==> config.mk <==
export PLATFORM = sky130hd
export DESIGN_NAME = bgd_engine_flat
export DESIGN_NICKNAME = d
export VERILOG_FILES = /design/src/rtl/bgd_pkg.sv /design/src/rtl/bgd_if.sv /design/src/rtl/bgd_engine.sv /design/src/flat_wrapper.sv
export VERILOG_INCLUDE_DIRS = /design/src /design/src/rtl
export SDC_FILE = /design/constraint.sdc
export NUM_CORES = 1
export LEC_CHECK = 0
export BUFFER_PORTS_ARGS = -buffer_cell sky130_fd_sc_hd__buf_2
export CELL_PAD_IN_SITES_DETAIL_PLACEMENT = 0
export CELL_PAD_IN_SITES_GLOBAL_PLACEMENT = 1
export CORE_ASPECT_RATIO = 1.5
export CORE_UTILIZATION = 44
export DETAILED_ROUTE_END_ITERATION = 6
export GPL_TIMING_DRIVEN = 1
export PLACE_DENSITY_LB_ADDON = 0.3
export SETUP_SLACK_MARGIN = 0.3
export SLEW_MARGIN = 20
export SYNTH_ARGS = -nofsm -noshare
export SYNTH_HDL_FRONTEND = slang
export SYNTH_SLANG_ARGS = --single-unit
==> constraint.sdc <==
create_clock -name clock -period 18.95 [get_ports clock]
set_input_delay 4.7375 -clock clock [delete_from_list [all_inputs] [get_ports clock]]
set_output_delay 4.7375 -clock clock [all_outputs]
set_load 0.05 [all_outputs]
==> src/rtl/button_gesture_detector_defines.svh <==
// ----------------------------------------------------------------------------
// Button gesture detector assertion macros
// Shared concurrent assertion forms for the detector modules.
// ----------------------------------------------------------------------------
`ifndef BUTTON_GESTURE_DETECTOR_DEFINES_SVH
`define BUTTON_GESTURE_DETECTOR_DEFINES_SVH

// Same-cycle implication, disabled during reset.
`define BGD_ASSERT_IMPL(label, clk, rst, cond, prop) \
   label: assert property (@(posedge clk) disable iff (rst) (cond) |-> (prop)) \
      else $error("button gesture detector: assertion failed");

// Next-cycle implication, disabled during reset.
`define BGD_ASSERT_NEXT(label, clk, rst, cond, prop) \
   label: assert property (@(posedge clk) disable iff (rst) (cond) |=> (prop)) \
      else $error("button gesture detector: assertion failed");

`endif

==> src/rtl/bgd_pkg.sv <==
// ----------------------------------------------------------------------------
// Button gesture detector package
// Widths, register indexes, event codes and shared structs.
// ----------------------------------------------------------------------------
package bgd_pkg;

   localparam int TIME_BITS  = 32;
   localparam int CFG_W      = 16;
   localparam int CLICK_W    = 8;
   localparam int HOLD_W     = 16;
   localparam int CODE_W     = 3;
   localparam int COUNT_W    = 16;
   localparam int MAX_EVENTS = 3;
   localparam int CSR_IDX_W  = 3;

   localparam logic [CSR_IDX_W-1:0] CSR_FILTER_TICKS     = 3'd0;
   localparam logic [CSR_IDX_W-1:0] CSR_DEBOUNCE_TICKS   = 3'd1;
   localparam logic [CSR_IDX_W-1:0] CSR_CLICK_GAP_TICKS  = 3'd2;
   localparam logic [CSR_IDX_W-1:0] CSR_LONG_PRESS_TICKS = 3'd3;
   localparam logic [CSR_IDX_W-1:0] CSR_LONG_HOLD_TICKS  = 3'd4;
   localparam logic [CSR_IDX_W-1:0] CSR_ACTIVE_LEVEL     = 3'd5;

   localparam logic [CFG_W-1:0] RST_FILTER_TICKS     = 16'd20;
   localparam logic [CFG_W-1:0] RST_DEBOUNCE_TICKS   = 16'd20;
   localparam logic [CFG_W-1:0] RST_CLICK_GAP_TICKS  = 16'd300;
   localparam logic [CFG_W-1:0] RST_LONG_PRESS_TICKS = 16'd1000;
   localparam logic [CFG_W-1:0] RST_LONG_HOLD_TICKS  = 16'd200;
   localparam logic             RST_ACTIVE_LEVEL     = 1'b0;

   typedef enum logic [CODE_W-1:0] {
      EV_PRESS    = 3'd0,
      EV_RELEASE  = 3'd1,
      EV_CLICK    = 3'd2,
      EV_DOUBLE   = 3'd3,
      EV_MULTI    = 3'd4,
      EV_LSTART   = 3'd5,
      EV_LHOLD    = 3'd6,
      EV_LRELEASE = 3'd7
   } event_code_type;

   typedef struct packed {
      logic [CFG_W-1:0] filter_ticks;
      logic [CFG_W-1:0] debounce_ticks;
      logic [CFG_W-1:0] click_gap_ticks;
      logic [CFG_W-1:0] long_press_ticks;
      logic [CFG_W-1:0] long_hold_ticks;
      logic             active_level;
   } cfg_type;

   typedef struct packed {
      event_code_type     code;
      logic [COUNT_W-1:0] count;
   } event_type;

   // Events of one tick, handed from the engine to the event queue.
   typedef struct packed {
      logic                  load;
      logic [1:0]            total;
      event_type [MAX_EVENTS-1:0] slot;
   } bundle_type;

endpackage

==> src/rtl/bgd_if.sv <==
// ----------------------------------------------------------------------------
// Button gesture detector channels
// Valid/ready interfaces for the tick input and the event output.
// ----------------------------------------------------------------------------
interface bgd_req_if;
   logic valid;
   logic ready;
   logic pin_level;

   modport source (output valid, output pin_level, input ready);
   modport sink   (input valid, input pin_level, output ready);
endinterface


==> src/rtl/bgd_engine.sv <==
// ----------------------------------------------------------------------------
// Button gesture engine
// Registers one tick, runs the glitch filter and gesture machine on it and
// hands the tick's events to the event queue.
// ----------------------------------------------------------------------------
`include "button_gesture_detector_defines.svh"

module bgd_engine
   import bgd_pkg::*;
(
   input  logic       clock,
   input  logic       reset,
   bgd_req_if.sink    req_bus,
   input  cfg_type    cfg,
   input  logic       queue_free,
   output bundle_type bundle
);

   typedef enum logic [1:0] {
      MODE_IDLE     = 2'd0,
      MODE_PRESSING = 2'd1,
      MODE_LONG     = 2'd2
   } mode_type;

   logic                 in_valid_ff;
   logic                 in_pin_ff;
   logic                 advance;

   logic [TIME_BITS-1:0] time_ff;
   logic [TIME_BITS-1:0] change_start_ff, change_start_in;
   logic [TIME_BITS-1:0] mark_ff, mark_in;
   logic                 primed_ff, primed_in;
   logic                 confirmed_ff, confirmed_in;
   logic                 pending_ff, pending_in;
   mode_type             mode_ff, mode_in;
   logic [CLICK_W-1:0]   click_ff, click_in;
   logic [HOLD_W-1:0]    hold_ff, hold_in;

   logic [TIME_BITS-1:0] filter_age;
   logic [TIME_BITS-1:0] delta;
   logic [TIME_BITS-1:0] elapsed;
   logic                 pressed;
   logic                 edge_hit;
   logic                 mark_hit;
   logic [3:0]           ev_fire;
   event_type [3:0]      ev_data;
   event_type [MAX_EVENTS-1:0] slots;
   logic [1:0]           n_events;

   assign advance       = in_valid_ff && queue_free;
   assign req_bus.ready = !in_valid_ff || advance;

   always_ff @(posedge clock) begin
      if (reset) begin
         in_valid_ff <= 1'b0;
      end else if (req_bus.valid && req_bus.ready) begin
         in_valid_ff <= 1'b1;
      end else if (advance) begin
         in_valid_ff <= 1'b0;
      end
   end

   always_ff @(posedge clock) begin
      if (req_bus.valid && req_bus.ready) begin
         in_pin_ff <= req_bus.pin_level;
      end
   end

   always_comb begin
      filter_age      = time_ff - change_start_ff;
      delta           = time_ff - mark_ff;
      pressed         = (in_pin_ff == cfg.active_level);
      primed_in       = primed_ff;
      confirmed_in    = confirmed_ff;
      pending_in      = pending_ff;
      change_start_in = change_start_ff;
      mark_in         = mark_ff;
      mode_in         = mode_ff;
      click_in        = click_ff;
      hold_in         = hold_ff;
      edge_hit        = 1'b0;
      mark_hit        = 1'b0;
      elapsed         = delta;
      ev_fire         = '0;
      ev_data         = '0;

      if (!primed_ff) begin
         primed_in    = 1'b1;
         confirmed_in = in_pin_ff;
      end else begin
         // glitch filter
         if (in_pin_ff != confirmed_ff) begin
            if (!pending_ff) begin
               pending_in      = 1'b1;
               change_start_in = time_ff;
            end else if (filter_age >= TIME_BITS'(cfg.filter_ticks)) begin
               confirmed_in = in_pin_ff;
               pending_in   = 1'b0;
               edge_hit     = 1'b1;
            end
         end else begin
            pending_in = 1'b0;
         end

         // confirmed edge
         if (edge_hit) begin
            unique case (mode_ff)
               MODE_PRESSING: begin
                  if (!pressed) begin
                     if (delta >= TIME_BITS'(cfg.debounce_ticks)) begin
                        if (click_ff != '1) begin
                           click_in = click_ff + 1'b1;
                        end
                        ev_fire[0]       = 1'b1;
                        ev_data[0].code  = EV_RELEASE;
                        ev_data[0].count = COUNT_W'(click_in);
                        mark_in          = time_ff;
                        mark_hit         = 1'b1;
                     end
                     mode_in = MODE_IDLE;
                  end
               end
               MODE_LONG: begin
                  if (!pressed) begin
                     mode_in          = MODE_IDLE;
                     mark_in          = time_ff;
                     mark_hit         = 1'b1;
                     ev_fire[0]       = 1'b1;
                     ev_data[0].code  = EV_LRELEASE;
                     ev_data[0].count = '0;
                     hold_in          = '0;
                  end
               end
               default: begin
                  if (pressed) begin
                     mode_in          = MODE_PRESSING;
                     mark_in          = time_ff;
                     mark_hit         = 1'b1;
                     ev_fire[0]       = 1'b1;
                     ev_data[0].code  = EV_PRESS;
                     ev_data[0].count = COUNT_W'(click_ff);
                  end
               end
            endcase
         end

         // timeouts share one elapsed value taken after the edge
         if (mark_hit) begin
            elapsed = '0;
         end

         if (mode_in != MODE_PRESSING && mode_in != MODE_LONG && click_in != '0 &&
             elapsed > TIME_BITS'(cfg.click_gap_ticks)) begin
            ev_fire[1]       = 1'b1;
            ev_data[1].code  = (click_in == CLICK_W'(1)) ? EV_CLICK :
                               (click_in == CLICK_W'(2)) ? EV_DOUBLE : EV_MULTI;
            ev_data[1].count = COUNT_W'(click_in);
            click_in         = '0;
         end

         if (mode_in == MODE_PRESSING && pressed &&
             elapsed > TIME_BITS'(cfg.long_press_ticks)) begin
            mode_in          = MODE_LONG;
            click_in         = '0;
            hold_in          = '0;
            mark_in          = time_ff;
            ev_fire[2]       = 1'b1;
            ev_data[2].code  = EV_LSTART;
            ev_data[2].count = '0;
         end

         if (mode_in == MODE_LONG && pressed &&
             elapsed > TIME_BITS'(cfg.long_hold_ticks)) begin
            if (hold_in != '1) begin
               hold_in = hold_in + 1'b1;
            end
            mark_in          = time_ff;
            ev_fire[3]       = 1'b1;
            ev_data[3].code  = EV_LHOLD;
            ev_data[3].count = COUNT_W'(hold_in);
         end
      end
   end

   // Pack fired events in order into the result slots.
   always_comb begin
      slots    = '0;
      n_events = '0;
      for (int i = 0; i < 4; i++) begin
         if (ev_fire[i] && n_events != 2'd3) begin
            slots[n_events] = ev_data[i];
            n_events        = n_events + 1'b1;
         end
      end
   end

   assign bundle.load  = advance && (n_events != '0);
   assign bundle.total = n_events;
   assign bundle.slot  = slots;

   always_ff @(posedge clock) begin
      if (reset) begin
         time_ff         <= '0;
         change_start_ff <= '0;
         mark_ff         <= '0;
         primed_ff       <= 1'b0;
         confirmed_ff    <= 1'b0;
         pending_ff      <= 1'b0;
         mode_ff         <= MODE_IDLE;
         click_ff        <= '0;
         hold_ff         <= '0;
      end else if (advance) begin
         time_ff         <= time_ff + 1'b1;
         change_start_ff <= change_start_in;
         mark_ff         <= mark_in;
         primed_ff       <= primed_in;
         confirmed_ff    <= confirmed_in;
         pending_ff      <= pending_in;
         mode_ff         <= mode_in;
         click_ff        <= click_in;
         hold_ff         <= hold_in;
      end
   end

   `BGD_ASSERT_IMPL(a_hold_only_long, clock, reset, hold_ff != '0, mode_ff == MODE_LONG)
   `BGD_ASSERT_IMPL(a_no_clicks_long, clock, reset, mode_ff == MODE_LONG, click_ff == '0)
   `BGD_ASSERT_IMPL(a_pending_primed, clock, reset, pending_ff, primed_ff)

endmodule

==> src/flat_wrapper.sv <==
// flat-port wrapper written by rule: the top's interface ports become plain ports
module bgd_engine_flat import bgd_pkg::*;
  (clock, reset, cfg, queue_free, bundle, req_bus_valid, req_bus_pin_level, req_bus_ready);
  bgd_req_if req_bus_i ();
  input  logic clock;
  input  logic reset;
  input  cfg_type cfg;
  input  logic queue_free;
  output bundle_type bundle;
  input wire logic [$bits(req_bus_i.valid)-1:0] req_bus_valid;
  input wire logic [$bits(req_bus_i.pin_level)-1:0] req_bus_pin_level;
  output wire logic [$bits(req_bus_i.ready)-1:0] req_bus_ready;
  assign req_bus_i.valid = req_bus_valid;
  assign req_bus_i.pin_level = req_bus_pin_level;
  assign req_bus_ready = req_bus_i.ready;
  bgd_engine u_core (.clock(clock), .reset(reset), .req_bus(req_bus_i), .cfg(cfg), .queue_free(queue_free), .bundle(bundle));
endmodule
# ---- Yosys cells after proc, flatten, opt, wreduce, memory -nomap -nowiden
# Cells that the tools add are included.
dict set report word_totals {
  in_bits 86
  output_inout_bits 61
  ff_bits 127
  word_cells 165
}
dict set report classes {
  n_lt_le_gt_ge 11
  bitwise_logic 1
  n_reduce_logical 28
  muxes 85
  n_addsub 8
  eq_ne 21
}
# op n
set op_table {}
lappend op_table {{2-to-1 mux 32 bit} 9}
lappend op_table {{2-to-1 mux 19 bit} 10}
lappend op_table {{bitwise mux 57 bit} 3}
lappend op_table {{2-to-1 mux 57 bit} 3}
lappend op_table {{demux 19 bit (select 2 bit)} 3}
lappend op_table {{2-to-1 mux 16 bit} 7}
lappend op_table {{> comparator 32 x 16 -> 1 bit} 3}
lappend op_table {{2-to-1 mux 76 bit} 1}
lappend op_table {{2-to-1 mux 8 bit} 9}
lappend op_table {{>= comparator 32 x 16 -> 1 bit} 2}
lappend op_table {{one-hot mux 32 bit (2 select lines)} 1}
lappend op_table {{subtractor 32 bit} 2}
lappend op_table {{one-hot mux 19 bit (2 select lines)} 1}
lappend op_table {{adder 32 x 1 -> 32 bit, second input constant} 1}
lappend op_table {{2-to-1 mux 1 bit} 23}
lappend op_table {{2-to-1 mux 2 bit} 10}
lappend op_table {{2-to-1 mux 17 bit} 1}
lappend op_table {{adder 16 x 1 -> 16 bit, second input constant} 1}
lappend op_table {{logical AND 1 bit} 16}
lappend op_table {{!= test 16 bit, second input constant} 1}
lappend op_table {{!= test 2 bit, second input constant} 6}
lappend op_table {{adder 8 x 1 -> 8 bit, second input constant} 1}
lappend op_table {{== test 8 x 1 -> 1 bit, second input constant} 1}
lappend op_table {{== test 8 x 2 -> 1 bit, second input constant} 1}
lappend op_table {{other kinds (29)} 38}

# ---- Longest topological paths before layout
dict set report logic_depth {
  word_depth 32
  depth_mapped 53
  depth_no_buf 47
}

# ---- Worst setup path before layout
# Ideal clock, no wire load.
dict set report synth_path {
  path_type {input to output}
  from {input cfg[53] in the netlist's numbering}
  to {output bundle[10] in the netlist's numbering}
  path_buffers 6
  arrival_ns 12.550
  cell_stages 42
  required_ns 14.212
  setup_slack_ns 1.662
  cell_sequence {inv_1 > ha_1 > a21o_1 > a2111oi_0 > a21oi_1 > o21ai_0 > nand3_1 > a2111oi_0 > nand4_1 > nand2_1 > clkbuf_1 > clkbuf_1 > and2_1 > ha_1 > a21o_1 > a21o_1 > a21o_1 > a21o_1 > (+6 left out) > buf_2 > buf_2 > buf_2 > and2_1 > ha_1 > nand3_1 > nor2_1 > nand2_1 > or2_2 > clkbuf_1 > nand2b_1 > inv_1 > nand3_1 > inv_1 > and3_1 > xnor2_1 > nand2_1 > nor2b_1}
}
# item line
set synth_lines {}
lappend synth_lines {{start: declaration} flat_wrapper.sv:7} ;# input cfg_type cfg;
lappend synth_lines {{end: declaration} flat_wrapper.sv:9} ;# output bundle_type bundle;

==> results.yml <==
sta:
  clock.fmax_mhz: 55.76
  timing.final.crit_period_ns: 17.93
  drv_slew: 0
  worst_slew_margin_rel: 0.3191
  rsz0062_at_grt: "no"
  period_share: 0.9464
  setup_viol: 0
  hold_violations: 0
  fin_tns_setup_ns: 0
  worst_pin_slew_ns: 1.018
  finClkSkew_ns: 0.01289
clock_network:
  cts_root_buffer: "clkbuf_16"
  cts_resized: 0
  htreeDepth: 4
  clock_sinks: 127
  cts_tree: "done"
  cts-buffers-inserted: 17
  clock_latency_ns: 0.44
  cts_hold_buf: 0
  post-cts-setup-buffers: 0
  cts_buffer_depth: 2
  clkTransAtPathRegs_ns: 0.06
floorplan:
  coreArea_sq_um: 31140
  rows: 79
  die-area_sq_um: 32540
  io_pins: 147
  initial_utilization: 0.4494
  die_y_um: 220.4
  fp.dieW_um: 147.6
critical_path:
  r2r_cells: 44
  cp_common_cell: "a21o_1"
  critical_path_peak_fanout: 38
  ff2ff_setup_slack_ns: 8.60
  cp.required_ns: 14.21
  crit_path_end_kind: "output port"
  worstPathArrival_ns: 13.20
  slowest_stage: "nand2_1"
  critPathLaunchType: "primary input"
  max_stage_delay_ns: 0.63
  critPathKind: "primary input to output port"
finish:
  register_area_sq_um: 2552
  nFillCells: 3188
  mostFrequentLayoutCell: "nand2_1"
  stdcell_count: 2464
  final_cell_mix: "nand2_1, inv_1, nor2_1"
  final_nets: 2282
  antenna_cells: 0
  multiInputGateArea_sq_um: 10380
  syn2layout_area_growth_pct: 10.93
  drive_above_1_share: 0.1156
global_route:
  grt_pass1_wl_um: 69320
  grt_use_total: 0.2662
  antenna_found_initial: 0
  grt_start_max_net_pins: 85
  overflow: 0
  first_global_vias: 13900
logic_synthesis:
  synth_top_family_by_area: "simple AND/OR/NAND/NOR gates"
  synth_nets: 2203
  synth-edff-count: 1
  yosys_warnings: 0
  synth-compound-area-share: 0.2183
  avgSynthCellArea_sq_um: 7.114
  synth-seq-area-share: 0.1824
  synth_area_sq_um: 13990
  synth-simple-area-share: 0.2823
  synth_ff_type: "dfxtp_1"
  ys_async_sr_fraction: 0
  synth_mux_area_frac: 0.04846
  yosysUniqueCellTypes: 88
  synth_fa_ha_area_frac: 0.1352
  synth_seq_cells: 127
  synthCells: 1967
  synth-xor-area-share: 0.05696
detailed_routing:
  via_count: 14250
  ant_nets: 0
  route.detailed.wl_per_inst_um: 17.54
  dr.pass1.iters: 6
  drc: 0
  drt-initial-drc-count: 795
  drt-vias-per-instance: 5.781
  routed_wl_um: 43210
placed_design:
  dp.cells: 2432
  place_congestion: 1.015
  hpwl_um: 34660
  port_buffers: 146
worst_hold_path:
  min_path_type: "flip-flop to flip-flop"
  hold_depth: 2
power_and_ir_drop:
  p_per_area_nw_per_um2: 44.30
  peakVddDrop_mv: 0.06150
  leakage_nw: 7.147
run_status:
  status: "complete, no violations"
job:
  drv_cap: 0
[final timing paths]
kind / from / endpoint
worst max register to register: u_core.time_ff[1] / u_core.hold_ff[10]
worst max-delay path: cfg[53] / bundle[48]
worst min-delay path: u_core.change_start_ff[6] / u_core.change_start_ff[6]
worst min register to register: u_core.change_start_ff[6] / u_core.change_start_ff[6]
[metrics by stage]
stage / power [mW] / util / cell area (sq um) / hold WS, ns / setup slack [ns]
CTS: 0.6930 / 0.4985 / 15520 / 0.4542 / 1.087
detailed placement: 0.3336 / 0.4780 / 14880 / 0.4463 / 1.138
finish: 0.6877 / 0.4986 / 15520 / 0.4533 / 1.015
floorplan: 0.3110 / - / 13990 / 0.4363 / 1.662
global placement: 0.3329 / 0.4780 / 14880 / 0.4420 / 1.387
global route: 0.7101 / 0.4986 / 15520 / 0.4726 / 0.3027
[metal layers]
layer / up-vias / wire length, um / share of wire / GRT usage
met3: 108 / 1554 / 0.036 / 0.02660
met2: 386 / 22520 / 0.52 / 0.5075
li1: 7137 / - / - / -
met5: - / 0 / 0 / 0
met1: 6614 / 17100 / 0.40 / 0.2864
met4: 0 / 2037 / 0.047 / 0.1440
[worst max-delay path: cells and delay by family]
family | cells | cell delay, ns
simple gates | 14 | 3.17
compound gates | 15 | 3.44
xor+xnor | 1 | 0.15
fa+ha+maj | 3 | 0.80
buf+inv | 6 | 0.86
[cell usage after synthesis, types with 14 or more instances]
cell type / number / share of area
a21o_1: 31 / 0.017
a21oi_1: 143 / 0.051
a31oi_1: 18 / 0.0080
and2_1: 30 / 0.013
and3_1: 27 / 0.012
buf_2: 15 / 0.0054
clkbuf_1: 71 / 0.019
dfxtp_1: 126 / 0.18
ha_1: 148 / 0.13
inv_1: 169 / 0.045
mux2i_1: 58 / 0.041
nand2_1: 281 / 0.075
nand2b_1: 21 / 0.0094
nand3_1: 64 / 0.023
nand4_1: 54 / 0.024
nor2_1: 164 / 0.044
nor2b_1: 32 / 0.014
nor3_1: 40 / 0.014
nor4_1: 14 / 0.0063
o211ai_1: 30 / 0.016
o21a_1: 26 / 0.014
o21ai_0: 60 / 0.021
or3_1: 16 / 0.0072
xnor2_1: 41 / 0.026
xor2_1: 50 / 0.031
[logic make-up after synthesis]
family / count (synthesis)
DFF: 127
adders and majority gates: 150
AOI/OAI and AO/OA: 457
and+or+nand+nor: 809
buffers and inverters: 267
muxes: 66
xor gates and xnor gates: 91
[report_power, final]
group | leakage [nW] | internal [mW] | switching (mW)
logic | 5.82 | 0.0222 | 0.0363
registers | 1.02 | 0.268 | 0.00145
clock network | 0.307 | 0.228 | 0.132
[layout make-up]
| cell class | instances | area share |
|---|---|---|
| clock inverter | 12 | 0.01185 |
| tap | 405 | 0.03264 |
| sequential | 127 | 0.1644 |
| timing repair buffer | 155 | 0.05142 |
| multi-input combinational | 1573 | 0.6686 |
| clock buffer | 20 | 0.02942 |
| inverter | 172 | 0.04167 |
[registers in the layout, summed over array words and instances (netlist names)]
name / count
u_core.click_ff: 8
u_core.change_start_ff: 32
u_core.confirmed_ff: 1
u_core.time_ff: 32
u_core.in_valid_ff: 1
u_core.hold_ff: 16
u_core.pending_ff: 1
u_core.in_pin_ff: 1
u_core.primed_ff: 1
u_core.mark_ff: 32
u_core.mode_ff: 2
Note: power is estimated with default switching activity, not from simulation.
